### src/b64e_pkg.sv
// b64e_pkg: shared types, constants and the sextet-to-ascii mapping
// for the base64 stream encoder; no dependencies
`timescale 1ns / 1ps
`default_nettype none
package b64e_pkg;

	localparam int unsigned QUEUE_DEPTH = 2;
	localparam int unsigned CODES_PER_CMD = 4;
	localparam int unsigned CNT_W = $clog2(CODES_PER_CMD);
	localparam logic [7:0] PAD_ASCII = 8'h3D;

	// position within the current three-byte group
	typedef enum logic [1:0] {
		PH_START = 2'd0,
		PH_ONE   = 2'd1,
		PH_TWO   = 2'd2
	} phase_t;

	typedef struct packed {
		logic       pad;
		logic [5:0] sextet;
	} code_t;

	// one request's worth of characters
	typedef struct packed {
		code_t [CODES_PER_CMD-1:0] codes;
		logic [CNT_W-1:0]          last_idx;
		logic                      last;
		logic                      url;
	} cmd_t;

	function automatic logic [7:0] sextet_char(input logic [5:0] v, input logic url);
		logic [7:0] c;
		if (v < 6'd26) begin
			c = 8'h41 + {2'b00, v};
		end else if (v < 6'd52) begin
			c = 8'h47 + {2'b00, v};
		end else if (v < 6'd62) begin
			c = {2'b00, v} - 8'd4;
		end else if (v == 6'd62) begin
			c = url ? 8'h2D : 8'h2B;
		end else begin
			c = url ? 8'h5F : 8'h2F;
		end
		return c;
	endfunction

	function automatic logic [7:0] code_char(input code_t code, input logic url);
		logic [7:0] c;
		c = code.pad ? PAD_ASCII : sextet_char(code.sextet, url);
		return c;
	endfunction

endpackage
`default_nettype wire

### src/b64e_front.sv
// b64e_front: accepts message bytes, tracks group phase and carry bits,
// and builds a character command per byte; uses b64e_pkg
`timescale 1ns / 1ps
`default_nettype none
module b64e_front (
	input  wire logic           clk,
	input  wire logic           arst_n,
	input  wire logic           cfg_wr_en,
	input  wire logic           cfg_wr_data,
	input  wire logic           in_valid,
	output logic                in_ready,
	input  wire logic [7:0]     data_byte,
	input  wire logic           last_byte,
	input  wire logic           q_full,
	output logic                push,
	output b64e_pkg::cmd_t      push_cmd
);
	import b64e_pkg::*;

	phase_t     phase_q, phase_d;
	logic [3:0] carry_q, carry_d;
	logic       url_q;
	logic       accept;

	assign in_ready = !q_full;
	assign accept   = in_valid && in_ready;
	assign push     = accept;

	always_ff @(posedge clk or negedge arst_n) begin
		if (!arst_n) begin
			url_q <= 1'b0;
		end else if (cfg_wr_en) begin
			url_q <= cfg_wr_data;
		end
	end

	always_ff @(posedge clk or negedge arst_n) begin
		if (!arst_n) begin
			phase_q <= PH_START;
			carry_q <= '0;
		end else if (accept) begin
			phase_q <= phase_d;
			carry_q <= carry_d;
		end
	end

	// next state
	always_comb begin
		phase_d = PH_START;
		carry_d = '0;
		case (phase_q)
			PH_ONE: begin
				if (!last_byte) begin
					phase_d = PH_TWO;
					carry_d = data_byte[3:0];
				end
			end
			PH_TWO: begin
				phase_d = PH_START;
			end
			default: begin
				if (!last_byte) begin
					phase_d = PH_ONE;
					carry_d = {2'b00, data_byte[1:0]};
				end
			end
		endcase
	end

	// command built from the byte
	always_comb begin
		push_cmd      = '0;
		push_cmd.last = last_byte;
		push_cmd.url  = url_q;
		case (phase_q)
			PH_ONE: begin
				push_cmd.codes[0].sextet = {carry_q[1:0], data_byte[7:4]};
				if (last_byte) begin
					push_cmd.codes[1].sextet = {data_byte[3:0], 2'b00};
					push_cmd.codes[2].pad    = 1'b1;
					push_cmd.last_idx        = CNT_W'(2);
				end
			end
			PH_TWO: begin
				push_cmd.codes[0].sextet = {carry_q, data_byte[7:6]};
				push_cmd.codes[1].sextet = data_byte[5:0];
				push_cmd.last_idx        = CNT_W'(1);
			end
			default: begin
				push_cmd.codes[0].sextet = data_byte[7:2];
				if (last_byte) begin
					push_cmd.codes[1].sextet = {data_byte[1:0], 4'b0000};
					push_cmd.codes[2].pad    = 1'b1;
					push_cmd.codes[3].pad    = 1'b1;
					push_cmd.last_idx        = CNT_W'(3);
				end
			end
		endcase
	end

endmodule
`default_nettype wire

### src/b64e_queue.sv
// b64e_queue: small first-in first-out queue of character commands
// between the front and back parts; uses b64e_pkg
`timescale 1ns / 1ps
`default_nettype none
module b64e_queue #(
	parameter int unsigned Depth = b64e_pkg::QUEUE_DEPTH
) (
	input  wire logic            clk,
	input  wire logic            arst_n,
	input  wire logic            push,
	input  wire b64e_pkg::cmd_t  push_cmd,
	output logic                 full,
	input  wire logic            pop,
	output logic                 not_empty,
	output b64e_pkg::cmd_t       head_cmd
);
	import b64e_pkg::*;

	localparam int unsigned PtrW = (Depth > 1) ? $clog2(Depth) : 1;
	localparam int unsigned CntW = $clog2(Depth + 1);

	cmd_t            mem_q [Depth];
	logic [PtrW-1:0] wr_ptr_q, rd_ptr_q;
	logic [CntW-1:0] count_q;
	logic            do_push, do_pop;

	assign full      = (count_q == CntW'(Depth));
	assign not_empty = (count_q != '0);
	assign do_push   = push && !full;
	assign do_pop    = pop && not_empty;
	assign head_cmd  = mem_q[rd_ptr_q];

	always_ff @(posedge clk) begin
		if (do_push) begin
			mem_q[wr_ptr_q] <= push_cmd;
		end
	end

	always_ff @(posedge clk or negedge arst_n) begin
		if (!arst_n) begin
			wr_ptr_q <= '0;
			rd_ptr_q <= '0;
			count_q  <= '0;
		end else begin
			if (do_push) begin
				wr_ptr_q <= (wr_ptr_q == PtrW'(Depth - 1)) ? '0 : wr_ptr_q + 1'b1;
			end
			if (do_pop) begin
				rd_ptr_q <= (rd_ptr_q == PtrW'(Depth - 1)) ? '0 : rd_ptr_q + 1'b1;
			end
			if (do_push && !do_pop) begin
				count_q <= count_q + 1'b1;
			end else if (do_pop && !do_push) begin
				count_q <= count_q - 1'b1;
			end
		end
	end

endmodule
`default_nettype wire

### src/b64e_back.sv
// b64e_back: steps through the codes of each command and drives one ascii
// character per cycle while a command waits and out_ready allows, through an output register; uses b64e_pkg
`timescale 1ns / 1ps
`default_nettype none
module b64e_back (
	input  wire logic            clk,
	input  wire logic            arst_n,
	input  wire logic            q_not_empty,
	input  wire b64e_pkg::cmd_t  q_head,
	output logic                 q_pop,
	output logic                 out_valid,
	input  wire logic            out_ready,
	output logic [7:0]           out_char,
	output logic                 last_char
);
	import b64e_pkg::*;

	cmd_t             cmd_q;
	logic             cmd_valid_q;
	logic [CNT_W-1:0] idx_q;
	logic             out_valid_q;
	logic [7:0]       char_q;
	logic             last_q;
	logic             load;
	logic             cmd_done;

	assign load     = cmd_valid_q && (!out_valid_q || out_ready);
	assign cmd_done = load && (idx_q == cmd_q.last_idx);
	assign q_pop    = q_not_empty && (!cmd_valid_q || cmd_done);

	assign out_valid = out_valid_q;
	assign out_char  = char_q;
	assign last_char = last_q;

	always_ff @(posedge clk) begin
		if (q_pop) begin
			cmd_q <= q_head;
		end
		if (load) begin
			char_q <= code_char(cmd_q.codes[idx_q], cmd_q.url);
			last_q <= cmd_q.last && (idx_q == cmd_q.last_idx);
		end
	end

	always_ff @(posedge clk or negedge arst_n) begin
		if (!arst_n) begin
			cmd_valid_q <= 1'b0;
			idx_q       <= '0;
			out_valid_q <= 1'b0;
		end else begin
			if (q_pop) begin
				cmd_valid_q <= 1'b1;
			end else if (cmd_done) begin
				cmd_valid_q <= 1'b0;
			end
			if (cmd_done || !cmd_valid_q) begin
				idx_q <= '0;
			end else if (load) begin
				idx_q <= idx_q + 1'b1;
			end
			if (load) begin
				out_valid_q <= 1'b1;
			end else if (out_ready) begin
				out_valid_q <= 1'b0;
			end
		end
	end

endmodule
`default_nettype wire

### src/base64_stream_encoder_core.sv
// base64_stream_encoder_core: top level of the streaming base64 encoder
// built from b64e_front, b64e_queue and b64e_back; uses b64e_pkg
//
// usage:
//   input channel in_valid/in_ready carries one message byte (data_byte)
//   with last_byte set on the final byte of a message
//   output channel out_valid/out_ready carries one ascii character
//   (out_char) with last_char set on the final character or pad
//   cfg_wr_en/cfg_wr_data writes url_alphabet (1 = '-' and '_') while idle
// path: a byte's command is written into the queue, popped into the back
//   part's command register, and its characters leave through the output register
// throughput: one character per cycle while out_ready holds and commands
//   wait, set by the single output register; a group of three bytes gives
//   four characters, and a closing byte up to four characters and pads
// reset: phase, carry and alphabet clear, queue and output register empty
// receiver stall: the output register holds its character; the command
//   queue keeps taking bytes until it is full, then in_ready drops
`timescale 1ns / 1ps
`default_nettype none
module base64_stream_encoder_core #(
	parameter int unsigned QueueDepth = b64e_pkg::QUEUE_DEPTH
) (
	input  wire logic       clk,
	input  wire logic       arst_n,
	input  wire logic       cfg_wr_en,
	input  wire logic       cfg_wr_data,
	input  wire logic       in_valid,
	output logic            in_ready,
	input  wire logic [7:0] data_byte,
	input  wire logic       last_byte,
	output logic            out_valid,
	input  wire logic       out_ready,
	output logic [7:0]      out_char,
	output logic            last_char
);
	import b64e_pkg::*;

	cmd_t push_cmd, head_cmd;
	logic push, q_full, q_pop, q_not_empty;

	b64e_front u_front (
		.clk         (clk),
		.arst_n      (arst_n),
		.cfg_wr_en   (cfg_wr_en),
		.cfg_wr_data (cfg_wr_data),
		.in_valid    (in_valid),
		.in_ready    (in_ready),
		.data_byte   (data_byte),
		.last_byte   (last_byte),
		.q_full      (q_full),
		.push        (push),
		.push_cmd    (push_cmd)
	);

	b64e_queue #(
		.Depth (QueueDepth)
	) u_queue (
		.clk       (clk),
		.arst_n    (arst_n),
		.push      (push),
		.push_cmd  (push_cmd),
		.full      (q_full),
		.pop       (q_pop),
		.not_empty (q_not_empty),
		.head_cmd  (head_cmd)
	);

	b64e_back u_back (
		.clk         (clk),
		.arst_n      (arst_n),
		.q_not_empty (q_not_empty),
		.q_head      (head_cmd),
		.q_pop       (q_pop),
		.out_valid   (out_valid),
		.out_ready   (out_ready),
		.out_char    (out_char),
		.last_char   (last_char)
	);

endmodule
`default_nettype wire
### config.mk
export PLATFORM = sky130hd
export DESIGN_NAME = base64_stream_encoder_core
export DESIGN_NICKNAME = d
export VERILOG_FILES = /design/src/b64e_pkg.sv /design/src/b64e_front.sv /design/src/b64e_queue.sv /design/src/b64e_back.sv /design/src/base64_stream_encoder_core.sv
export SDC_FILE = /design/constraint.sdc
export NUM_CORES = 1
export LEC_CHECK = 0
export ABC_AREA = 1
export BUFFER_PORTS_ARGS = -buffer_cell sky130_fd_sc_hd__buf_2
export CORE_UTILIZATION = 51
export DETAILED_ROUTE_END_ITERATION = 7
export PLACE_DENSITY = 0.69
export REMOVE_ABC_BUFFERS = 1
export SYNTH_ARGS = -nofsm -noshare
export SYNTH_HDL_FRONTEND = slang
export SYNTH_SLANG_ARGS = --single-unit
### constraint.sdc
create_clock -name clk -period 4.6 [get_ports clk]
set_clock_uncertainty 0.05 [all_clocks]
set_input_delay 0.92 -clock clk [delete_from_list [all_inputs] [get_ports clk]]
set_output_delay 0.92 -clock clk [all_outputs]
set_load 0.05 [all_outputs]
==> results of run 1 <==
## metal layers
metal / GRT usage, % / part of all wire (%) / vias to the layer above
li1: - / - / 1303
met1: 22.3 / 43 / 1152
met2: 33.4 / 52 / 51
met3: 4.94 / 2.6 / 11
met4: 6.60 / 1.7 / 0
met5: 0 / 0 / -
## registers in the layout, indices dropped and copies added, names as in the netlist
name	count
u_back.cmd_q	18
u_back.cmd_valid_q	1
u_back.idx_q	2
u_back.last_char	1
u_back.out_char	8
u_back.out_valid	1
u_front.carry_q	4
u_front.phase_q	2
u_front.url_q	1
u_queue.count_q	2
u_queue.mem_q	36
u_queue.rd_ptr_q	1
u_queue.wr_ptr_q	1
## worst paths after layout
| kind | startpoint | end | slack, ns | depth (start not counted) |
|---|---|---|---|---|
| worst max-delay path | u_back.idx_q[0] | u_back.out_char[1] | 2.21 | 12 |
| worst min-delay path | arst_n | u_back.out_valid | 0.42 | 1 |
| worst max register to register | u_back.idx_q[0] | u_back.out_char[1] | 2.21 | 12 |
| worst min register to register | u_front.url_q | u_queue.mem_q[0][0] | 0.44 | 0 |
| max in group asynchronous | arst_n | u_front.carry_q[2] | 3.80 | 1 |
| min in group clk | u_front.url_q | u_queue.mem_q[0][0] | 0.44 | 0 |
## stage by stage
| step | util, % | instances | hold slack, ns | area [sq um] |
|---|---|---|---|---|
| after floorplan | - | 371 | 0.388 | 3760 |
| after global placement | 55.5 | 497 | 0.403 | 4030 |
| after detailed placement | 55.5 | 497 | 0.427 | 4030 |
| after CTS | 58.4 | 513 | 0.418 | 4230 |
| after global routing | 58.4 | 513 | 0.437 | 4230 |
| final | 58.4 | 513 | 0.422 | 4230 |
## cell usage in the layout, fill, tap and decap left out, types with 2 or more instances in the layout
cell        count
nand2_1       129
edfxtp_1       63
inv_1          39
buf_2          25
nor2_1         24
nand3_1        16
dfrtp_1        15
clkbuf_8       10
o21ai_0         9
nand2_2         8
ha_1            8
nand2_4         6
inv_2           5
o211ai_1        5
nor2_2          4
xnor2_1         4
nand3_4         3
nand3_2         3
nand4_1         3
a21oi_1         3
xor2_1          3
clkinvlp_4      3
o21ai_2         2
o221ai_1        2
a32oi_1         2
clkinv_4        2
o22ai_1         2
nor3_1          2
buf_4           2
## power by group through the flow
stage               Combinational (W)  Clock [W]  Sequential (W)
global route                  0.00183   0.000559         0.00133
CTS                           0.00163   0.000532         0.00130
floorplan                     0.00113          0         0.00145
detailed placement            0.00163          0         0.00131
global placement              0.00161          0         0.00131
finish                        0.00162   0.000521         0.00130
## area by class of cell
cell class / count / area, sq um
fillers: 618 / 3020
repair buffers: 27 / 140
multi-input cells: 245 / 1310
flip-flops and latches: 78 / 2270
clock inverters: 6 / 70.1
clock buffers: 10 / 138
well taps: 99 / 124
inverters: 48 / 189
## cell families (layout without fill, tap and decap cells)
logic type                 count (synthesis)  count (layout)  share of synthesized area (%)
xor gates and xnor gates                   7               7                           1.61
and+or+nand+nor                          203             203                           25.3
muxes                                      1               1                          0.296
AOI/OAI and AO/OA                         26              26                           4.40
adders and majority gates                  8               8                           2.63
buffers and inverters                     55              91                           6.21
DFF                                       78              78                           59.5
## worst max-delay path, stage by stage (launching register included)
cell and delay (ns):
dfrtp_1 0.72, inv_2 0.17, nand2_1 0.11, nand2_2 0.08, nand2_2 0.16, ha_1 0.23, inv_1 0.10, nand4_4 0.16
clkinv_4 0.09, nand2_1 0.07, nor2_1 0.04, nor2_1 0.10, nor2_1 0.05
==> flow_metrics.env, run 1 <==
export IMPL_ys_seq_elements=78
export IMPL_crit_arrival_ns=2.44
export IMPL_clock_fmax_ghz=0.419
export IMPL_htreeDepth=3
export IMPL_min_period_ns=2.39
export IMPL_synth_edff_count=63
export IMPL_p_total_w=0.00344
export IMPL_slew_headroom_pct=56.9
export IMPL_clk_pin_slew_worst_paths_ns=0.09
export IMPL_grt_start_max_net_pins=20
export IMPL_cts_setup_buffers=0
export IMPL_cts_sinks=78
export IMPL_drt_pass1_iterations=4
export IMPL_start_util_pct=52.5
export IMPL_crit_required_ns=4.66
export IMPL_dpl_hpwl_um=4800
export IMPL_setup_violations=0
export IMPL_syn_mean_instance_area_sq_um=10.1
export IMPL_tritoncts="done"
export IMPL_drtIter0Drc=74
export IMPL_internal_power_w=0.00192
export IMPL_p_seq_share_pct=37.7
export IMPL_netSwitchingFraction_pct=44.0
export IMPL_num_vias=2517
export IMPL_ys_async_sr_fraction_pct=19.2
export IMPL_grt_pass1_vias=2354
export IMPL_finalSetupTns_ns=0
export IMPL_pwr_share_clk_pct=15.2
export IMPL_clk_latency_ns=0.35
export IMPL_worst_pin_slew_ns=0.646
export IMPL_routabilityCongestion=0.884
export IMPL_fin_crit_sh_pct=51.9
export IMPL_hp_class="in2async"
export IMPL_antenna_left=0
export IMPL_antennaDiodeCount=0
export IMPL_maxSlewViolCount=0
export IMPL_nets=432
export IMPL_synth_cell_types=39
export IMPL_numCtsBuffers=9
export IMPL_chipWidth_um=88.4
export IMPL_p_per_area_mw_per_mm2=812
export IMPL_overflow=0
export IMPL_synth_most_common_cell="nand2_1"
export IMPL_rsz0062_at_grt="false"
export IMPL_syn_to_final_growth_pct=11.1
export IMPL_cts_buffer_depth=2
export IMPL_via_per_inst=4.91
export IMPL_io_pins=26
export IMPL_ys_top_cells_by_count="nand2_1, edfxtp_1, inv_1, nor2_1, nand3_1"
export IMPL_post_place_ws_ns=2.03
export IMPL_critical_path_class="reg2reg"
export IMPL_port_buffers=25
export IMPL_drive_above_1_share_pct=19.6
export IMPL_wl_per_cell_um=12.8
export IMPL_synth_area_leader_cell="edfxtp_1"
export IMPL_pwr_share_comb_pct=47.2
export IMPL_maxCapViolations=0
export IMPL_root_buffer="clkbuf_8"
export IMPL_endpoint_kind="flip-flop"
export IMPL_grtUsageTotal_pct=18.9
export IMPL_finalWorstSetupSlack_ns=2.21
export IMPL_grt_pass1_wl_um=10800
export IMPL_core_sq_mm=0.00725
export IMPL_postCtsHoldBufs=0
export IMPL_startpoint_type="flip-flop"
export IMPL_synthTopCellsByArea="edfxtp_1, nand2_1, dfrtp_1, inv_1, ha_1"
export IMPL_total_leakage_power_nw=1.88
export IMPL_ys_seq_area_share_pct=59.5
export IMPL_final_hold_viol_count=0
export IMPL_synth_top_area_share_pct=49.7
export IMPL_grt_antenna_before_repair=0
export IMPL_syn_area_sq_mm=0.00381
export IMPL_syn_inst=378
export IMPL_synthFlopType="edfxtp_1"
export IMPL_synth_warnings=0
export IMPL_crit_fanout=13
export IMPL_vdd_ir_drop_max_mv=0.309
export IMPL_dieArea_sq_mm=0.00782
export IMPL_drc=0
export IMPL_finalWirelength_um=6570
export IMPL_rows=31
export IMPL_p_switching_w=0.00151
export IMPL_die_h_um=88.4
export IMPL_outcome="complete, no violations"
export IMPL_cts_resized=0
No activity file was read; power rests on OpenSTA's default activity.
==> run 2, diff against run 1 <==
- ABC_AREA: 1 -> 0
- PLACE_DENSITY: 0.69 -> 0.72
- clock period: 4.6 -> 2 ns (I/O delays scaled with it)
==> flow_metrics.env, run 2 <==
export IMPL_startpoint_type="flip-flop"
export IMPL_num_vias=2494
export IMPL_syn_area_sq_mm=0.00365
export IMPL_final_common_cell="edfxtp_1"
export IMPL_synth_most_common_cell="edfxtp_1"
export IMPL_dieArea_sq_mm=0.00750
export IMPL_rows=30
export IMPL_grt_pass1_vias=2474
export IMPL_htreeDepth=3
export IMPL_cpPeakStageDelay_ns=0.47
export IMPL_start_util_pct=53.2
export IMPL_place_area_sq_mm=0.00413
export IMPL_mostFrequentLayoutCells="edfxtp_1, buf_4, buf_2, mux2_2, nand2_1"
export IMPL_antenna_left=0
export IMPL_nets=371
export IMPL_synth_warnings=0
export IMPL_setup_violations=7
export IMPL_p_total_w=0.00821
export IMPL_hp_class="in2reg"
export IMPL_finalWirelength_um=7260
export IMPL_critical_path_class="reg2reg"
export IMPL_min_period_ns=2.21
export IMPL_dpl_hpwl_um=4930
export IMPL_io_pins=26
export IMPL_core_sq_mm=0.00687
export IMPL_grt_start_max_net_pins=20
export IMPL_max_flop_register="u_queue.mem_q"
export IMPL_synthTopCellsByArea="edfxtp_1, dfrtp_1, mux2_2, ha_1, xnor2_1"
export IMPL_routabilityCongestion=0.852
export IMPL_wl_per_cell_um=16.2
export IMPL_drtIter0Drc=79
export IMPL_maxSlewViolCount=0
export IMPL_grt_antenna_before_repair=0
export IMPL_crit_required_ns=2.05
export IMPL_grt_pass1_wl_um=11600
export IMPL_drt_pass1_iterations=4
export IMPL_ys_top_cells_by_count="edfxtp_1, mux2_2, nand2_1, nor2_1, dfrtp_1"
export IMPL_total_leakage_power_nw=1.73
export IMPL_worst_pin_slew_ns=0.635
export IMPL_outcome="complete, but fails checks"
export IMPL_p_per_area_mw_per_mm2=1800
export IMPL_crit_arrival_ns=2.26
export IMPL_dp_cells=425
export IMPL_synth_top_area_share_pct=51.8
export IMPL_clock_fmax_ghz=0.453
export IMPL_chipWidth_um=86.6
export IMPL_violations="negative setup slack"
export IMPL_cts_sinks=78
export IMPL_port_buffers=25
export IMPL_grtUsageTotal_pct=21.0
export IMPL_numCtsBuffers=9
export IMPL_ys_async_sr_fraction_pct=19.2
export IMPL_synth_area_leader_cell="edfxtp_1"
export IMPL_ys_seq_elements=78
export IMPL_fin_crit_sh_pct=110
export IMPL_endpoint_kind="flip-flop"
export IMPL_finalWorstSetupSlack_ns=-0.207
export IMPL_syn_to_final_growth_pct=24.8
export IMPL_overflow=0
export IMPL_synth_cell_types=53
export IMPL_final_hold_viol_count=0
export IMPL_slew_headroom_pct=57.4
export IMPL_ys_seq_area_share_pct=62.1
export IMPL_clk_pin_slew_worst_paths_ns=0.08
export IMPL_largest_reg_flops=36
export IMPL_drive_above_1_share_pct=39.9
export IMPL_via_per_inst=5.55
export IMPL_root_buffer="clkbuf_8"
export IMPL_die_h_um=86.6
export IMPL_cts_buffer_depth=2
export IMPL_final_cells=449
export IMPL_synthFlopType="edfxtp_1"
export IMPL_fin_area_sq_mm=0.00456
export IMPL_antennaDiodeCount=0
export IMPL_tritoncts="done"
export IMPL_crit_fanout=8
export IMPL_syn_inst=278
export IMPL_syn_mean_instance_area_sq_um=13.1
export IMPL_post_route_util_pct=66.4
export IMPL_clk_latency_ns=0.34
export IMPL_synth_edff_count=63
export IMPL_rsz0062_at_grt="true"
export IMPL_maxCapViolations=0
export IMPL_vdd_ir_drop_max_mv=1.03
export IMPL_cpMaxStageDelayCell="dfrtp_2"
export IMPL_drc=0
export IMPL_path_cells="nand2b_4 -> a21oi_2 -> inv_1 -> ha_4 -> a211o_1 -> o32a_1 -> a221o_1"
==> run 2: changes by cell type in the layout (fill, tap and decap cells not counted), moves of 8 or more <==
cell | before | now
nand2_2 | 8 | 0
inv_1 | 39 | 8
buf_4 | 2 | 45
nand2_1 | 129 | 17
nor2_1 | 24 | 13
mux2_2 | 1 | 21
nand3_1 | 16 | 5
==> run 2: cells by family after synthesis <==
group / count (synthesis) / synth area share, %
adder cells (fa/ha/maj): 8 / 2.74
AND/OR/NAND/NOR: 67 / 9.25
AO/OA/AOI/OAI: 63 / 12.4
buffers and inverters: 25 / 3.12
multiplexers: 25 / 7.57
XOR/XNOR: 12 / 2.88
flip-flops: 78 / 62.1
==> run 2: routing by layer <==
metal  track usage [%]  routed length (um)  vias up
li1                  -                   -     1190
met1              24.2                3020     1197
met2              35.6                3660       74
met3              5.14                 247       33
met4              12.1                 335        0
met5                 0                   0        -
==> run 2: power breakdown <==
group / switching, W / internal (W)
sequential: 0.000241 / 0.00256
combinational: 0.00239 / 0.00188
clock: 0.000571 / 0.000582
total: 0.00320 / 0.00502
==> run 2: repair_timing <==
| action | CTS | global route |
|---|---|---|
| gates resized for setup | 23 | 18 |
| hold buffers | 1 | 0 |
| hold endpoints to repair | 15 | 0 |
| cloned | 0 | 0 |
| setup buffers | 6 | 2 |
| pin swaps | 11 | 9 |
| setup endpoints to repair | 8 | 28 |
==> run 2: final timing paths <==
path | slack, ns | start | to | depth (start not counted)
max | -0.21 | u_back.idx_q[0] | u_back.out_char[2] | 7
min | 0.26 | cfg_wr_data | u_front.url_q | 2
max reg2reg | -0.21 | u_back.idx_q[0] | u_back.out_char[2] | 7
min reg2reg | 0.46 | u_queue.wr_ptr_q | u_queue.wr_ptr_q | 1
max in group asynchronous | 1.15 | arst_n | u_back.idx_q[1] | 2
min in group asynchronous | 0.45 | arst_n | u_queue.count_q[0] | 2
==> run 2: layout make-up <==
type / count / area (sq um)
fill: 504 / 2310
sequential: 78 / 2270
multi-input combinational: 175 / 1450
timing repair buffer: 72 / 484
clock buffer: 11 / 131
tap: 96 / 120
clock inverter: 5 / 60.1
inverter: 12 / 47.5
==> run 2: through the flow <==
step	hold slack (ns)	setup TNS [ns]	setup slack, ns
2_1_floorplan	0.0544	-21.77	-0.898
3_3_place_gp	0.285	-1.22	-0.270
3_5_place_dp	0.299	-1.60	-0.316
4_1_cts	0.245	-0.816	-0.265
5_1_grt	0.234	-1.99	-0.307
6_report	0.257	-0.828	-0.207
==> run 2: worst max-delay path, delay by kind of cell (launching register included) <==
family | cells | cell delay (ns)
AOI/OAI and AO/OA | 4 | 1.03
DFF | 1 | 0.47
adders and majority gates | 1 | 0.17
and+or+nand+nor | 1 | 0.16
buffers and inverters | 1 | 0.10
